`src/wasm_pkg.sv`:
```
// shared types, constants and helpers for the weekly alarm slot matcher
`default_nettype none

package wasm_pkg;

  typedef enum logic [1:0] {
    OP_TICK   = 2'd0,
    OP_LOAD   = 2'd1,
    OP_SET_EN = 2'd2,
    OP_QUERY  = 2'd3
  } op_e;

  typedef enum logic [2:0] {
    ST_IDLE,
    ST_QUERY,
    ST_SCAN,
    ST_FLUSH
  } state_e;

  localparam int unsigned HourW    = 5;
  localparam int unsigned MinuteW  = 6;
  localparam int unsigned MaskW    = 7;
  localparam int unsigned ProgW    = 8;
  localparam int unsigned YearW    = 9;
  localparam int unsigned DayW     = 9;
  localparam int unsigned KeyW     = YearW + DayW;
  localparam int unsigned EntryW   = HourW + MinuteW + MaskW + ProgW;
  localparam int unsigned MemW     = KeyW + EntryW;
  localparam int unsigned CountW   = 4;
  localparam int unsigned FireCntW = 4;

  localparam logic [HourW-1:0]    HourMax   = 5'd23;
  localparam logic [MinuteW-1:0]  MinuteMax = 6'd59;
  localparam logic [MaskW-1:0]    AllDays   = 7'h7F;
  localparam logic [FireCntW-1:0] MaxFires  = 4'd8;

  typedef struct packed {
    logic latch;       // capture the transaction fields
    logic scan_init;   // clear scan pointers before a tick
    logic load;        // write a slot from the input ports
    logic set_en;      // write a slot enable bit from the input ports
    logic scan_step;   // advance the slot scan
    logic push_query;  // place the query answer in the output register
    logic push_final;  // place the held firing, marked last
  } ctrl_cmd_t;

  typedef struct packed {
    logic out_free;
    logic scan_done;
    logic pend_vld;
  } dp_sts_t;

  // mask bit for a weekday, bit0 monday to bit6 sunday; invalid day matches nothing
  function automatic logic [MaskW-1:0] dow_bit(input logic [2:0] wd);
    logic [MaskW-1:0] b;
    b = '0;
    case (wd)
      3'd0:    b = 7'b100_0000;
      3'd1:    b = 7'b000_0001;
      3'd2:    b = 7'b000_0010;
      3'd3:    b = 7'b000_0100;
      3'd4:    b = 7'b000_1000;
      3'd5:    b = 7'b001_0000;
      3'd6:    b = 7'b010_0000;
      default: b = '0;
    endcase
    return b;
  endfunction

endpackage

`default_nettype wire

```
`src/wasm_ctrl.sv`:
```
// controller state machine of the weekly alarm slot matcher
`default_nettype none

module wasm_ctrl (
  input  wire logic                 clk_i,
  input  wire logic                 rst_ni,
  input  wire logic                 in_valid_i,
  input  wire logic [1:0]           operation_i,
  output logic                      in_ready_o,
  input  wire wasm_pkg::dp_sts_t    sts_i,
  output wasm_pkg::ctrl_cmd_t       cmd_o
);
  import wasm_pkg::*;

  state_e state_q, state_d;

  always_ff @(posedge clk_i or negedge rst_ni) begin
    if (!rst_ni) begin
      state_q <= ST_IDLE;
    end else begin
      state_q <= state_d;
    end
  end

  // next state
  always_comb begin
    state_d = state_q;
    case (state_q)
      ST_IDLE: begin
        if (in_valid_i) begin
          case (op_e'(operation_i))
            OP_TICK:  state_d = ST_SCAN;
            OP_QUERY: state_d = ST_QUERY;
            default:  state_d = ST_IDLE;
          endcase
        end
      end
      ST_QUERY: begin
        if (sts_i.out_free) state_d = ST_IDLE;
      end
      ST_SCAN: begin
        if (sts_i.scan_done) state_d = ST_FLUSH;
      end
      ST_FLUSH: begin
        if (!sts_i.pend_vld || sts_i.out_free) state_d = ST_IDLE;
      end
      default: state_d = ST_IDLE;
    endcase
  end

  // outputs
  always_comb begin
    cmd_o      = '0;
    in_ready_o = 1'b0;
    case (state_q)
      ST_IDLE: begin
        in_ready_o = 1'b1;
        if (in_valid_i) begin
          cmd_o.latch = 1'b1;
          case (op_e'(operation_i))
            OP_TICK:   cmd_o.scan_init = 1'b1;
            OP_LOAD:   cmd_o.load      = 1'b1;
            OP_SET_EN: cmd_o.set_en    = 1'b1;
            default:   cmd_o.latch     = 1'b1;
          endcase
        end
      end
      ST_QUERY: begin
        cmd_o.push_query = sts_i.out_free;
      end
      ST_SCAN: begin
        cmd_o.scan_step = 1'b1;
      end
      ST_FLUSH: begin
        cmd_o.push_final = sts_i.pend_vld && sts_i.out_free;
      end
      default: begin
        cmd_o = '0;
      end
    endcase
  end

endmodule

`default_nettype wire

```
`src/wasm_dp.sv`:
```
// datapath of the weekly alarm slot matcher: slot memory, scan pipeline, output register
`default_nettype none

module wasm_dp #(
  parameter int unsigned SLOTS = 8
) (
  input  wire logic                          clk_i,
  input  wire logic                          rst_ni,
  input  wire wasm_pkg::ctrl_cmd_t           cmd_i,
  output wasm_pkg::dp_sts_t                  sts_o,
  input  wire logic                          cfg_we_i,
  input  wire logic [wasm_pkg::CountW-1:0]   cfg_wdata_i,
  input  wire logic [wasm_pkg::YearW-1:0]    year_since_1900_i,
  input  wire logic [wasm_pkg::DayW-1:0]     day_of_year_i,
  input  wire logic [2:0]                    weekday_i,
  input  wire logic [wasm_pkg::HourW-1:0]    now_hour_i,
  input  wire logic [wasm_pkg::MinuteW-1:0]  now_minute_i,
  input  wire logic [2:0]                    slot_index_i,
  input  wire logic [wasm_pkg::HourW-1:0]    alarm_hour_i,
  input  wire logic [wasm_pkg::MinuteW-1:0]  alarm_minute_i,
  input  wire logic [wasm_pkg::MaskW-1:0]    days_mask_i,
  input  wire logic [wasm_pkg::ProgW-1:0]    program_number_i,
  input  wire logic                          enable_flag_i,
  output logic                               out_valid_o,
  input  wire logic                          out_ready_i,
  output logic [2:0]                         fired_slot_o,
  output logic [wasm_pkg::ProgW-1:0]         fired_program_o,
  output logic                               enabled_state_o,
  output logic                               last_result_o
);
  import wasm_pkg::*;

  localparam int unsigned AW = (SLOTS > 1) ? $clog2(SLOTS) : 1;

  // configuration
  logic [CountW-1:0] slot_count_q;
  logic [CountW-1:0] lim;

  // captured transaction
  logic [KeyW-1:0]    key_q;
  logic [MaskW-1:0]   dow_q;
  logic [HourW-1:0]   hour_q;
  logic [MinuteW-1:0] minute_q;
  logic [2:0]         qidx_q;

  // slot memory: last fire day, program, mask, minute, hour
  logic [MemW-1:0] mem [SLOTS];
  logic [MemW-1:0] rdata_q;
  logic            mem_we;
  logic [AW-1:0]   mem_waddr;
  logic [MemW-1:0] mem_wdata;
  logic            rd_en;

  logic [SLOTS-1:0] en_q;

  // scan pipeline
  logic [CountW-1:0]   rd_idx_q, chk_idx_q;
  logic                chk_vld_q;
  logic [FireCntW-1:0] cnt_q, cnt_after;
  logic                pend_vld_q;
  logic [2:0]          pend_slot_q;
  logic [ProgW-1:0]    pend_prog_q;

  // output register
  logic             out_vld_q;
  logic [2:0]       out_slot_q;
  logic [ProgW-1:0] out_prog_q;
  logic             out_en_q;
  logic             out_last_q;
  logic             out_free;

  logic             in_range_i, in_range_q;
  logic [AW-1:0]    in_addr;
  logic [HourW-1:0]   e_hour;
  logic [MinuteW-1:0] e_min;
  logic [MaskW-1:0]   e_mask, e_mask_eff;
  logic [ProgW-1:0]   e_prog;
  logic [KeyW-1:0]    e_day;
  logic               hit_raw, stall, fire, can_issue, step_ok;

  assign in_range_i = 32'(slot_index_i) < SLOTS;
  assign in_range_q = 32'(qidx_q) < SLOTS;
  assign in_addr    = AW'(slot_index_i);
  assign lim        = (32'(slot_count_q) < SLOTS) ? slot_count_q : CountW'(SLOTS);
  assign out_free   = !out_vld_q || out_ready_i;

  assign e_hour     = rdata_q[HourW-1:0];
  assign e_min      = rdata_q[HourW +: MinuteW];
  assign e_mask     = rdata_q[HourW+MinuteW +: MaskW];
  assign e_prog     = rdata_q[HourW+MinuteW+MaskW +: ProgW];
  assign e_day      = rdata_q[EntryW +: KeyW];
  assign e_mask_eff = (e_mask == '0) ? AllDays : e_mask;

  assign hit_raw = chk_vld_q && en_q[AW'(chk_idx_q)] && (e_prog != '0)
                && (e_hour <= HourMax) && (e_min <= MinuteMax)
                && ((e_mask_eff & dow_q) != '0)
                && (e_hour == hour_q) && (e_min == minute_q)
                && (e_day != key_q) && (cnt_q < MaxFires);
  assign stall     = hit_raw && pend_vld_q && !out_free;
  assign step_ok   = cmd_i.scan_step && !stall;
  assign fire      = step_ok && hit_raw;
  assign cnt_after = cnt_q + FireCntW'(fire);
  assign can_issue = (rd_idx_q < lim) && (cnt_after < MaxFires);
  assign rd_en     = step_ok && can_issue;

  assign sts_o.out_free  = out_free;
  assign sts_o.scan_done = !chk_vld_q && !((rd_idx_q < lim) && (cnt_q < MaxFires));
  assign sts_o.pend_vld  = pend_vld_q;

  // memory write port: load from the ports, or stamp the day key on a firing
  always_comb begin
    mem_we    = 1'b0;
    mem_waddr = in_addr;
    mem_wdata = {{KeyW{1'b0}}, program_number_i, days_mask_i, alarm_minute_i, alarm_hour_i};
    if (cmd_i.load && in_range_i) begin
      mem_we = 1'b1;
    end else if (fire) begin
      mem_we    = 1'b1;
      mem_waddr = AW'(chk_idx_q);
      mem_wdata = {key_q, rdata_q[EntryW-1:0]};
    end
  end

  always_ff @(posedge clk_i) begin
    if (mem_we) begin
      mem[mem_waddr] <= mem_wdata;
    end
    if (rd_en) begin
      rdata_q <= mem[AW'(rd_idx_q)];
    end
  end

  // captured fields
  always_ff @(posedge clk_i) begin
    if (cmd_i.latch) begin
      key_q    <= {year_since_1900_i, day_of_year_i};
      dow_q    <= dow_bit(weekday_i);
      hour_q   <= now_hour_i;
      minute_q <= now_minute_i;
      qidx_q   <= slot_index_i;
    end
  end

  always_ff @(posedge clk_i or negedge rst_ni) begin
    if (!rst_ni) begin
      slot_count_q <= '0;
      en_q         <= '0;
    end else begin
      if (cfg_we_i) slot_count_q <= cfg_wdata_i;
      if ((cmd_i.load || cmd_i.set_en) && in_range_i) en_q[in_addr] <= enable_flag_i;
    end
  end

  // scan control
  always_ff @(posedge clk_i or negedge rst_ni) begin
    if (!rst_ni) begin
      rd_idx_q   <= '0;
      chk_idx_q  <= '0;
      chk_vld_q  <= 1'b0;
      cnt_q      <= '0;
      pend_vld_q <= 1'b0;
    end else if (cmd_i.scan_init) begin
      rd_idx_q   <= '0;
      chk_vld_q  <= 1'b0;
      cnt_q      <= '0;
      pend_vld_q <= 1'b0;
    end else begin
      if (step_ok) begin
        chk_vld_q <= can_issue;
        cnt_q     <= cnt_after;
        if (can_issue) begin
          chk_idx_q <= rd_idx_q;
          rd_idx_q  <= rd_idx_q + 1'b1;
        end
      end
      if (fire) begin
        pend_vld_q <= 1'b1;
      end else if (cmd_i.push_final) begin
        pend_vld_q <= 1'b0;
      end
    end
  end

  always_ff @(posedge clk_i) begin
    if (fire) begin
      pend_slot_q <= 3'(chk_idx_q);
      pend_prog_q <= e_prog;
    end
  end

  // output register
  always_ff @(posedge clk_i or negedge rst_ni) begin
    if (!rst_ni) begin
      out_vld_q <= 1'b0;
    end else if (cmd_i.push_query || cmd_i.push_final || (fire && pend_vld_q)) begin
      out_vld_q <= 1'b1;
    end else if (out_ready_i) begin
      out_vld_q <= 1'b0;
    end
  end

  always_ff @(posedge clk_i) begin
    if (cmd_i.push_query) begin
      out_slot_q <= qidx_q;
      out_prog_q <= '0;
      out_en_q   <= in_range_q && en_q[AW'(qidx_q)];
      out_last_q <= 1'b1;
    end else if (cmd_i.push_final || (fire && pend_vld_q)) begin
      out_slot_q <= pend_slot_q;
      out_prog_q <= pend_prog_q;
      out_en_q   <= 1'b1;
      out_last_q <= cmd_i.push_final;
    end
  end

  assign out_valid_o     = out_vld_q;
  assign fired_slot_o    = out_slot_q;
  assign fired_program_o = out_prog_q;
  assign enabled_state_o = out_en_q;
  assign last_result_o   = out_last_q;

endmodule

`default_nettype wire

```
`src/weekly_alarm_slot_matcher.sv`:
```
// top level of the weekly alarm slot matcher
`default_nettype none

// Weekly alarm slot matcher: a bank of SLOTS alarm slots (hour, minute,
// weekday mask, program, enable bit, day of last firing). A tick transaction
// scans slots 0 .. min(slot_count, SLOTS)-1 in ascending order, one slot per
// cycle unless stalled, through the single read port of the slot memory,
// and sends one result per firing (at most 8 per tick), the last one flagged by
// last_result_o. A tick keeps in_ready_o low until its scan has ended, early once
// the eighth firing ends it, and the held firing, if any, has been placed in
// the output register; each further firing stalls the scan while the output
// register is still full. Load and set enable complete in the accept cycle; a
// query waits in the query state while the output register is full and yields
// one result. Inputs are accepted whenever the controller is idle, even while
// a result still waits in the output register. slot_count is written through
// cfg_we_i / cfg_wdata_i while the block is idle; slots never loaded must not
// be scanned or queried for program data.
module weekly_alarm_slot_matcher #(
  parameter int unsigned SLOTS = 8
) (
  input  wire logic                          clk_i,
  input  wire logic                          rst_ni,
  // configuration
  input  wire logic                          cfg_we_i,
  input  wire logic [wasm_pkg::CountW-1:0]   cfg_wdata_i,
  // input channel
  input  wire logic                          in_valid_i,
  output logic                               in_ready_o,
  input  wire logic [1:0]                    operation_i,
  input  wire logic [wasm_pkg::YearW-1:0]    year_since_1900_i,
  input  wire logic [wasm_pkg::DayW-1:0]     day_of_year_i,
  input  wire logic [2:0]                    weekday_i,
  input  wire logic [wasm_pkg::HourW-1:0]    now_hour_i,
  input  wire logic [wasm_pkg::MinuteW-1:0]  now_minute_i,
  input  wire logic [2:0]                    slot_index_i,
  input  wire logic [wasm_pkg::HourW-1:0]    alarm_hour_i,
  input  wire logic [wasm_pkg::MinuteW-1:0]  alarm_minute_i,
  input  wire logic [wasm_pkg::MaskW-1:0]    days_mask_i,
  input  wire logic [wasm_pkg::ProgW-1:0]    program_number_i,
  input  wire logic                          enable_flag_i,
  // output channel
  output logic                               out_valid_o,
  input  wire logic                          out_ready_i,
  output logic [2:0]                         fired_slot_o,
  output logic [wasm_pkg::ProgW-1:0]         fired_program_o,
  output logic                               enabled_state_o,
  output logic                               last_result_o
);
  import wasm_pkg::*;

  // command and status between controller and datapath
  ctrl_cmd_t cmd;
  dp_sts_t   sts;

  // controller: idle / query / scan / flush sequencing
  wasm_ctrl u_ctrl (
    .clk_i       (clk_i),
    .rst_ni      (rst_ni),
    .in_valid_i  (in_valid_i),
    .operation_i (operation_i),
    .in_ready_o  (in_ready_o),
    .sts_i       (sts),
    .cmd_o       (cmd)
  );

  // datapath: slot memory, enable bits, scan pipeline, held firing, output register
  wasm_dp #(
    .SLOTS (SLOTS)
  ) u_dp (
    .clk_i             (clk_i),
    .rst_ni            (rst_ni),
    .cmd_i             (cmd),
    .sts_o             (sts),
    .cfg_we_i          (cfg_we_i),
    .cfg_wdata_i       (cfg_wdata_i),
    .year_since_1900_i (year_since_1900_i),
    .day_of_year_i     (day_of_year_i),
    .weekday_i         (weekday_i),
    .now_hour_i        (now_hour_i),
    .now_minute_i      (now_minute_i),
    .slot_index_i      (slot_index_i),
    .alarm_hour_i      (alarm_hour_i),
    .alarm_minute_i    (alarm_minute_i),
    .days_mask_i       (days_mask_i),
    .program_number_i  (program_number_i),
    .enable_flag_i     (enable_flag_i),
    .out_valid_o       (out_valid_o),
    .out_ready_i       (out_ready_i),
    .fired_slot_o      (fired_slot_o),
    .fired_program_o   (fired_program_o),
    .enabled_state_o   (enabled_state_o),
    .last_result_o     (last_result_o)
  );

endmodule

`default_nettype wire

```
`config.mk`:
```
export PLATFORM = sky130hd
export DESIGN_NAME = weekly_alarm_slot_matcher
export DESIGN_NICKNAME = d
export VERILOG_FILES = /design/src/wasm_pkg.sv /design/src/wasm_ctrl.sv /design/src/wasm_dp.sv /design/src/weekly_alarm_slot_matcher.sv
export SDC_FILE = /design/constraint.sdc
export NUM_CORES = 1
export LEC_CHECK = 0
export ABC_AREA = 1
export BUFFER_PORTS_ARGS = -buffer_cell sky130_fd_sc_hd__buf_2
export CAP_MARGIN = 20
export CORE_MARGIN = 2
export CORE_UTILIZATION = 35
export DETAILED_ROUTE_END_ITERATION = 8
export PLACE_DENSITY = 0.55
export SYNTH_ARGS = -nofsm -noshare
export SYNTH_HDL_FRONTEND = slang
export SYNTH_SLANG_ARGS = --single-unit
```
`constraint.sdc`:
```
create_clock -name clk_i -period 4.58 [get_ports clk_i]
set_input_delay 0 -clock clk_i [delete_from_list [all_inputs] [get_ports clk_i]]
set_output_delay 0 -clock clk_i [all_outputs]
set_load 0.005 [all_outputs]
```
# == Yosys cells after proc, flatten, opt, wreduce, memory -nomap -nowiden ==
# Memory sizes are Yosys's and may differ from the RTL's. A register that Yosys moved wholly into a read port is not among the register bits.
# Cells that the tools add are included.
# totals
out_inout_bits,15
register_bits,92
ramBits,352
mem_count,1
word_cells,149
# memory_table
name,words,width,read_ports,rd_clocked_by_memory_dff,write_ports,line_no,rtl
u_dp.mem,8,44,1,1,1,wasm_dp.sv:47,logic [MemW-1:0] mem [SLOTS];
# classes
n_reduce_logical,46
bitwise,2
add_sub_neg,2
n_eq_ne,19
order_cmp,10
n_mux,49
# ops
op,count
44-bit 2-to-1 mux,2
7-bit one-hot mux with 7 select lines,1
4-bit 2-to-1 mux,8
3-bit 2-to-1 mux,8
1-bit 2-to-1 mux,23
1-bit logical AND,20
18-bit inequality test,1
"3-bit by 2-bit equality test with 1-bit output, second input constant",4
"3-bit by 4-bit less-than comparator with 1-bit output, second input constant",3
"4-bit less-than comparator, second input constant",3
3-bit one-hot mux with 4 select lines,1
"3-bit equality test, second input constant",3
8-bit bitwise mux,1
2-bit nonzero test,4
8-bit nonzero test,1
7-bit AND,1
7-bit zero test,1
7-bit 2-to-1 mux,1
7-bit nonzero test,1
1-bit binary-select mux with 3-bit select,2
"3-bit by 1-bit equality test with 1-bit output, second input constant",2
6-bit equality test,1
"6-bit <= comparator, second input constant",1
1-bit zero test,6
other kinds (20),29

# == Logic depth before layout (Yosys ltp) ==
# Gate-level depths: netlist of the first run.
# depth
ltp_word,22
depth_mapped,21
mapped_depth_nobuf,20

# == Hierarchy ==
# From an unflattened synthesis of the first run, not the netlist that was laid out.
# unflattened
cells_unflattened,1700
area_unflattened_um2,19861.5
# modules_own_cells
module,area_each_um2,cells_each,instances
wasm_dp,19660.1,1662,1
wasm_ctrl,201.4,38,1

# == Worst setup path after synthesis of the first run ==
# OpenSTA, ideal clock, no wires.
# synth_path
kind,reg2reg
startpoint,register u_ctrl.state_q[0]
endpoint,memory u_dp.mem[0][0] (netlist name) (enable)
t_arrival_ps,3788
setup_slack_ps,347
setup_time_ps,446
path_stages_with_launch,8
cell_sequence,dfrtp_1 nor2_1 nand2_1 inv_1 nand3b_1 nand2_1 nand3_1 nor2_1
# synth_via
elab_chain_cells,8
word_cells_on_any_way,12
classes_between,eq/ne: 1; mux: 8; reduce/logical: 3
# synth_rtl
element,line_no,rtl
start: declaration,wasm_ctrl.sv:15,"state_e state_q, state_d;"
start signal: assignment,wasm_ctrl.sv:21,state_q <= state_d;
3-bit by 2-bit equality test with 1-bit output,wasm_ctrl.sv:55,case (state_q)
1-bit 2-to-1 mux,wasm_ctrl.sv:55,
1-bit logical AND,wasm_dp.sv:100,assign step_ok = cmd_i.scan_step && !stall;
1-bit logical AND,wasm_dp.sv:101,assign fire = step_ok && hit_raw;
1-bit 2-to-1 mux,wasm_dp.sv:117,end else if (fire) begin
1-bit 2-to-1 mux,wasm_dp.sv:115,if (cmd_i.load && in_range_i) begin
1-bit 2-to-1 mux,wasm_dp.sv:125,if (mem_we) begin
1-bit 2-to-1 mux (implied by the code),wasm_dp.sv:126,mem[mem_waddr] <= mem_wdata;
end: declaration,wasm_dp.sv:47,
# Parallel ways exist; a longest one is shown, timed or not.

# == Worst setup path after layout of the first run ==
# layout_path
startpoint,register u_dp.key_q[16]
endpoint,memory u_dp.mem[2][42] (netlist name) (enable)
# layout_via
elab_chain_cells,12
word_cells_on_any_way,14
classes_between,eq/ne: 1; mux: 6; reduce/logical: 7
# layout_rtl
element,line_no,rtl
start: declaration,wasm_dp.sv:40,logic [KeyW-1:0] key_q;
start signal: assignment,wasm_dp.sv:136,"key_q <= {year_since_1900_i, day_of_year_i};"
18-bit inequality test *,wasm_dp.sv:98,&& (e_day != key_q) && (cnt_q < MaxFires);
1-bit logical AND * (2 in a row),wasm_dp.sv:98,
1-bit logical AND (2 in a row),wasm_dp.sv:99,assign stall = hit_raw && pend_vld_q && !out_free;
1-bit zero test,wasm_dp.sv:100,
1-bit logical AND,wasm_dp.sv:100,
1-bit logical AND *,wasm_dp.sv:101,
1-bit 2-to-1 mux,wasm_dp.sv:117,
1-bit 2-to-1 mux,wasm_dp.sv:115,
1-bit 2-to-1 mux,wasm_dp.sv:125,
1-bit 2-to-1 mux (implied by the code),wasm_dp.sv:126,
# Mark *: on every way between the ends. The rest lies on a longest branch, timed or not.

==> results of run 1 <==
[logic make-up (layout without fill, tap and decap cells)]
family / Yosys count / after routing
DFF: 487 / 487
and+or+nand+nor: 660 / 660
buffers and inverters: 182 / 373
adders and majority gates: 6 / 6
muxes: 3 / 3
AOI/OAI and AO/OA: 343 / 343
xor gates and xnor gates: 13 / 13
[cell usage in the layout (no fill, tap or decap), types with 9 or more instances in the layout]
| cell type | instances |
|---|---|
| a31oi_1 | 52 |
| dfxtp_1 | 9 |
| nor2_1 | 370 |
| nand3_1 | 41 |
| nor2_4 | 20 |
| dfrtp_1 | 26 |
| clkbuf_16 | 51 |
| nand2_1 | 202 |
| buf_4 | 18 |
| o21ai_0 | 204 |
| clkinv_1 | 11 |
| dlygate4sd3_1 | 68 |
| o21ai_1 | 21 |
| bufinv_16 | 9 |
| a21oi_1 | 18 |
| o22ai_1 | 45 |
| buf_2 | 87 |
| edfxtp_1 | 450 |
| inv_1 | 93 |
[registers in the layout, summed over array words and instances, names as in the netlist, 2 cells and up]
signal,count
u_ctrl.state_q,2
u_dp.chk_idx_q,3
u_dp.cnt_q,4
u_dp.dow_q,7
u_dp.en_q,8
u_dp.fired_program_o,8
u_dp.fired_slot_o,3
u_dp.hour_q,5
u_dp.key_q,18
u_dp.mem,352
u_dp.minute_q,6
u_dp.pend_prog_q,8
u_dp.pend_slot_q,3
u_dp.qidx_q,3
u_dp.rd_idx_q,4
u_dp.rdata_q,44
u_dp.slot_count_q,4
[worst paths after layout]
| check | to | slack (ns) |
|---|---|---|
| hold / removal | u_dp.mem[2][10] | 0.02 |
| hold reg to reg | u_dp.last_result_o | 0.45 |
| min in group asynchronous | u_dp.cnt_q[1] | 0.52 |
| setup / recovery | u_dp.mem[2][42] | 1.04 |
| setup reg to reg | u_dp.mem[2][42] | 1.04 |
| max in group asynchronous | u_dp.rd_idx_q[1] | 3.88 |
[routing by layer]
layer,vias to the layer above,share of wire (%),wire (um),global-route usage (%)
met3,71,5.1,2510,2.55
met4,4,2.0,960,4.10
met5,-,0.053,26,0
met1,6369,46,22700,23.3
met2,352,47,23000,26.8
li1,6259,-,-,-
[per-stage QoR]
stage	utilization [%]	worst slack [ns]	cell area [um2]	power, W
2_1_floorplan	-	0.347	19900	0.00812
3_3_place_gp	37.8	1.07	21300	0.00917
3_5_place_dp	37.8	0.985	21300	0.00923
4_1_cts	42.1	0.960	23700	0.0136
5_1_grt	42.1	0.825	23700	0.0142
6_report	42.1	1.04	23700	0.0134
[power by group]
| group | switching [W] | internal (W) |
|---|---|---|
| Combinational | 0.00236 | 0.00110 |
| Sequential | 0.000265 | 0.00545 |
| Clock | 0.00171 | 0.00254 |
[critical path: stages (launching register included)]
cell	delay, ns
edfxtp_1	0.41
xor2_1	0.18
nor2_1	0.11
nand2_1	0.07
nor2_1	0.14
nand3_1	0.25
nand2_2	0.21
nor2_8	0.07
nand3_4	0.09
buf_4	0.45
nand2_1	0.10
nand2_1	0.10
nand2_1	0.14
nor2_4	0.60
buf_12	0.28
[cell type report]
cell class              count  area (um2)  area share, %
repair buffers            181        1410           5.95
well taps                 756         946           3.99
flip-flops and latches    487       14400           60.7
clock buffers              57        1300           5.48
multi-input cells        1025        4850           20.5
clock inverters            33         415           1.75
inverters                 102         385           1.63
[what timing repair did]
action,in CTS,in global routing
hold buffers,69,0
gates resized for setup,0,0
hold endpoints to repair,187,0
==> metrics, run 1 <==
outcome complete, no violations; core area 56300 um2; Buffers on Ports 87; final clock skew 0.0223 ns; maxcap violations 0; WL/cell between 15 and 20 um; Seq/Total Area, Yosys 72.3%; initial drt markers roughly 1000; H-tree depth 2; CTS Root Cell clkbuf_16; Slew Limit Fails 0; Mapped Avg Cell Area 11.8 um2; critical path class reg2reg; reg2reg path depth 14; Yosys warning count 0; period utilization 77.2%; HP Class in2reg; Seq cells post-synth 487; Num CTS Buffers 50; hold_ws 0.0159 ns; most frequent cell after synthesis edfxtp_1; Syn Inst Count 1694; Synth area leaders edfxtp_1 68%, nor2_1 7.1%, o21ai_0 5.1%; crit path DAT 3.82 ns; pwr dens 566 nW/um2; final setup vio count 0; CTS tree yes; CTS Sinks 487; Area Overhead vs Synth 19.1%; GPL Wtd Cong 0.837; top-area cell type share of the netlist area 67.9%; gr ovfl total 0; Max Clk Rate 283 MHz; Via Count around 13000; Post-Synth XOR/XNOR Area 0.572%; WHS Path Cells 3; Required @ worst endpoint ~5 ns; Worst-Margin Slew 1.07 ns; RSZ-0062 raised after global routing no; Mapped Area 19900 um2; Synth Net Count 1773; Async S/R FF share, synth 5.75%; fin crit period 3.54 ns; worst r2r src u_dp.key_q[16]; Synth area leader edfxtp_1; critical hold path startpoint alarm_minute_i[5]; Main synth FF type edfxtp_1; list of most frequent post-synthesis cells 450 x edfxtp_1, 378 x nor2_1, 204 x o21ai_0; Ant. Diodes 0; mux cell area share after synthesis 0.170%; initial antenna violation count 3; setup TNS 0 ns; first-pass GRT wire length 75400 um; initial core utilization a little over a third; Final Hold Viols 0; site row count 87; overall routing resource usage 16.5%; detailed-router iteration count before antenna repair 8; simple-gate area share of the yosys netlist 13.7%; Die H 243 um; CP Capture Type register; VDD IR max between 0.0004 and 0.0005 V; io pins 88; Final Net Count 1926; # placed instances 2482; Critical Path Source Type register; Post-Synth Adder-Cell Area 0.377%; leakage power 8.93 nW; Post-synth EDFFs 450; vias in the first global route 12500; die area 58800 um2; pin count of the biggest net entering global routing 181; crit-path max FO 27; drt drc 0; clk_lat worst skew 0.60 ns; CP startpoint u_dp.key_q[16]; vias per cell roughly 4.9; Reg clk slew, reported paths 0.06 ns; post-synthesis compound-gate area fraction 9.27%; Chip Width 243 um; fill count 5258; Layout Cells excl Fill 2641; post-DP HPWL about 27000 um; Max Buffers Root-to-Sink 3; largest family of logic cells by synthesized area simple AND/OR/NAND/NOR gates; Slew headroom 28.4%; Antenna Nets Post-Route 0; final wirelength 49200 um; post-synth cell types 38; share of cells above drive strength 1 12.2%; postcts setup bufs 0
(Power assumes the default switching activity.)
==> inputs of run 2 (changes only) <==
--- a/config.mk
+++ b/config.mk
@@ -11,7 +11,7 @@
 export CORE_MARGIN = 2
 export CORE_UTILIZATION = 35
 export DETAILED_ROUTE_END_ITERATION = 8
-export PLACE_DENSITY = 0.55
+export PLACE_DENSITY = 0.57
 export SYNTH_ARGS = -nofsm -noshare
 export SYNTH_HDL_FRONTEND = slang
 export SYNTH_SLANG_ARGS = --single-unit
==> constraint.sdc (replaced) <==
create_clock -name clk_i -period 2.9 [get_ports clk_i]
set_input_delay 0 -clock clk_i [delete_from_list [all_inputs] [get_ports clk_i]]
set_output_delay 0 -clock clk_i [all_outputs]
set_load 0.005 [all_outputs]
==> run 2 against run 1 <==
  * Fmax up 23%
  * Register-to-register slack got worse by 1.0 ns
  * Worst hold slack lost 0.013 ns
  * Sequential power grew 58%
  * Critical path depth rose by 6
  * Clock-buffer cell count is 5 higher
  * Wire length is 0.52% higher
  * Non-clock buffer count grew 82
  * Combinational power up 84%
  * Cell count rose by 3.1%
  * Critical path type unchanged
==> metrics, run 2 (synthesis results as in run 1) <==
Ant. Diodes 0 (unchanged); max FFs per register 352 (unchanged); fin util 43.8% (+1.7 points); Biggest register u_dp.mem; drt drc 0 (unchanged); PnR worst setup slack 0.0267 ns (-1.02 ns); share of cells above drive strength 1 16.5% (+4.3 points); Slew headroom 41.0% (+13 points); overall routing resource usage 16.4% (-0.16 points); hold_ws 0.00255 ns (-0.0133 ns); Final Hold Viols 0 (unchanged); CTS tree yes; vias in the first global route 12900 (+3.4%); pin count of the biggest net entering global routing 181 (unchanged); WL/cell 18.2 um (-2.5%); worst r2r src u_dp.rdata_q[24]; Critical Path Source Type register; VDD IR max 0.000543 V (+17%); outcome complete, no violations; Die H 243 um (unchanged); period utilization 99.1% (+22 points); clk_lat worst skew 0.61 ns (about the same); initial drt markers 874 (-15%); CP startpoint u_dp.rdata_q[24]; Buffers on Ports 87 (unchanged); Slew Limit Fails 0 (unchanged); Max Buffers Root-to-Sink 3 (unchanged); final clock skew 0.0248 ns (+0.00252 ns); initial core utilization 35.4% (unchanged); vias per cell 4.88 (-1.2%); first-pass GRT wire length 75100 um (-0.31%); critical path class reg2reg; fin crit period 2.87 ns (-0.664 ns); CTS Sinks 487 (unchanged); Num CTS Buffers 49 (-2.0%); Chip Width 243 um (unchanged); Via Count 13300 (+1.9%); gr ovfl total 0 (unchanged); pwr dens 891 nW/um2 (+57%); HP Class in2async; die area 58800 um2 (unchanged); post-DP HPWL 29000 um (+5.5%); commonest cells after routing, fill and taps aside 450 x edfxtp_1, 364 x nor2_1, 197 x o21ai_0, 194 x nand2_1, 90 x inv_1; core area 56300 um2 (unchanged); Top Registers u_dp.mem: 352 flops, u_dp.rdata_q: 44 flops, u_dp.key_q: 18 flops; H-tree depth 2 (unchanged); Final Net Count 2007 (+4.2%); final setup vio count 0 (unchanged); R2R Setup Slk 0.03 ns (-1.02 ns); Antenna Nets Post-Route 0 (unchanged); DP Worst Slack 0.00610 ns (-0.979 ns); CTS Root Cell clkbuf_16; Max Clk Rate 348 MHz (+23%); io pins 88 (unchanged); commonest non-fill, non-tap cell in the layout edfxtp_1; crit path DAT 3.18 ns (-0.64 ns); maxcap violations 0 (unchanged); site row count 87 (unchanged); crit-path max FO 7 (-74%); Reg clk slew, reported paths 0.06 ns (about the same); detailed-router iteration count before antenna repair 5 (-3); Area Overhead vs Synth 23.8%; final wirelength 49500 um (+0.52%); GPL Wtd Cong 0.844 (+0.79%); CP Capture Type register; initial antenna violation count 0 (-3); RSZ-0062 raised after global routing yes; leakage power 9.37 nW (+4.9%); Required @ worst endpoint 3.21 ns (-1.66 ns); Worst-Margin Slew 0.885 ns (-0.188 ns)
[run 2: changes by cell type in the layout (fill, tap and decap cells not counted), moves of 6 or more]
cell,before,now
dlygate4sd3_1,68,79
nand2_2,2,10
buf_12,8,19
o21ai_0,204,197
nor2_2,2,8
nand2_1,202,194
buf_4,18,70
o21ai_1,21,27
nor2_1,370,364
[run 2: critical path, cell delays in order (launching register included)]
cell	delay, ns
edfxtp_1	0.35
inv_1	0.08
nand2_1	0.10
nor2_1	0.08
nand2_1	0.11
nand2_1	0.08
nor2_2	0.11
nand2_1	0.09
nor2_2	0.13
nand2_2	0.09
nor2_8	0.13
nand3_4	0.11
inv_8	0.07
ha_4	0.14
nand3_4	0.08
xor2_2	0.16
nor2_2	0.12
nand3_2	0.11
clkinvlp_4	0.12
buf_8	0.15
clkbuf_16	0.16
[run 2: path summary, 6_finish.rpt]
path,to,cells after the start
worst max-delay path,u_dp.rdata_q[21],20
worst min-delay path,u_ctrl.state_q[1],2
worst max register to register,u_dp.rdata_q[21],20
worst min register to register,u_dp.pend_prog_q[1],0
max in group asynchronous,u_dp.rd_idx_q[0],2
min in group clk_i,u_dp.mem[0][24],5
[run 2: stage by stage]
step / power, W / cell area [um2] / cells / TNS (ns)
floorplan: 0.0128 / 20000 / 1694 / -9.91
global placement: 0.0148 / 21900 / 2537 / 0
detailed placement: 0.0148 / 21900 / 2537 / 0
CTS: 0.0215 / 24400 / 2706 / 0
global route: 0.0232 / 24600 / 2723 / -6.08
finish: 0.0220 / 24600 / 2723 / 0
[run 2: repair_timing]
action | CTS | global route
setup endpoints to repair | 48 | 264
setup buffers | 0 | 13
hold buffers | 79 | 0
resized for setup | 1 | 25
endpoints found under the hold margin | 283 | 0
cloned | 0 | 6
pin swaps | 0 | 12
[run 2: layout make-up]
cell class	instances	area, um2
timing repair buffer	263	2290
fill	5114	31600
clock buffer	62	1330
clock inverter	28	344
inverter	102	400
multi-input combinational	1025	4940
sequential	487	14400
tap	756	946
[run 2: power by group]
group          switching (W)  internal (W)  total (W)
Sequential          0.000449       0.00860    0.00904
Clock                0.00269       0.00387    0.00656
Combinational        0.00406       0.00230    0.00636
[run 2: per-layer routing]
layer | vias up | GRT usage [%] | share of wire (%) | wire [um]
met5 | - | 0 | 0 | 0
met4 | 0 | 5.46 | 2.6 | 1260
met3 | 73 | 2.45 | 5.2 | 2550
met2 | 331 | 26.5 | 47 | 23300
met1 | 6490 | 22.6 | 45 | 22300
li1 | 6407 | - | - | -
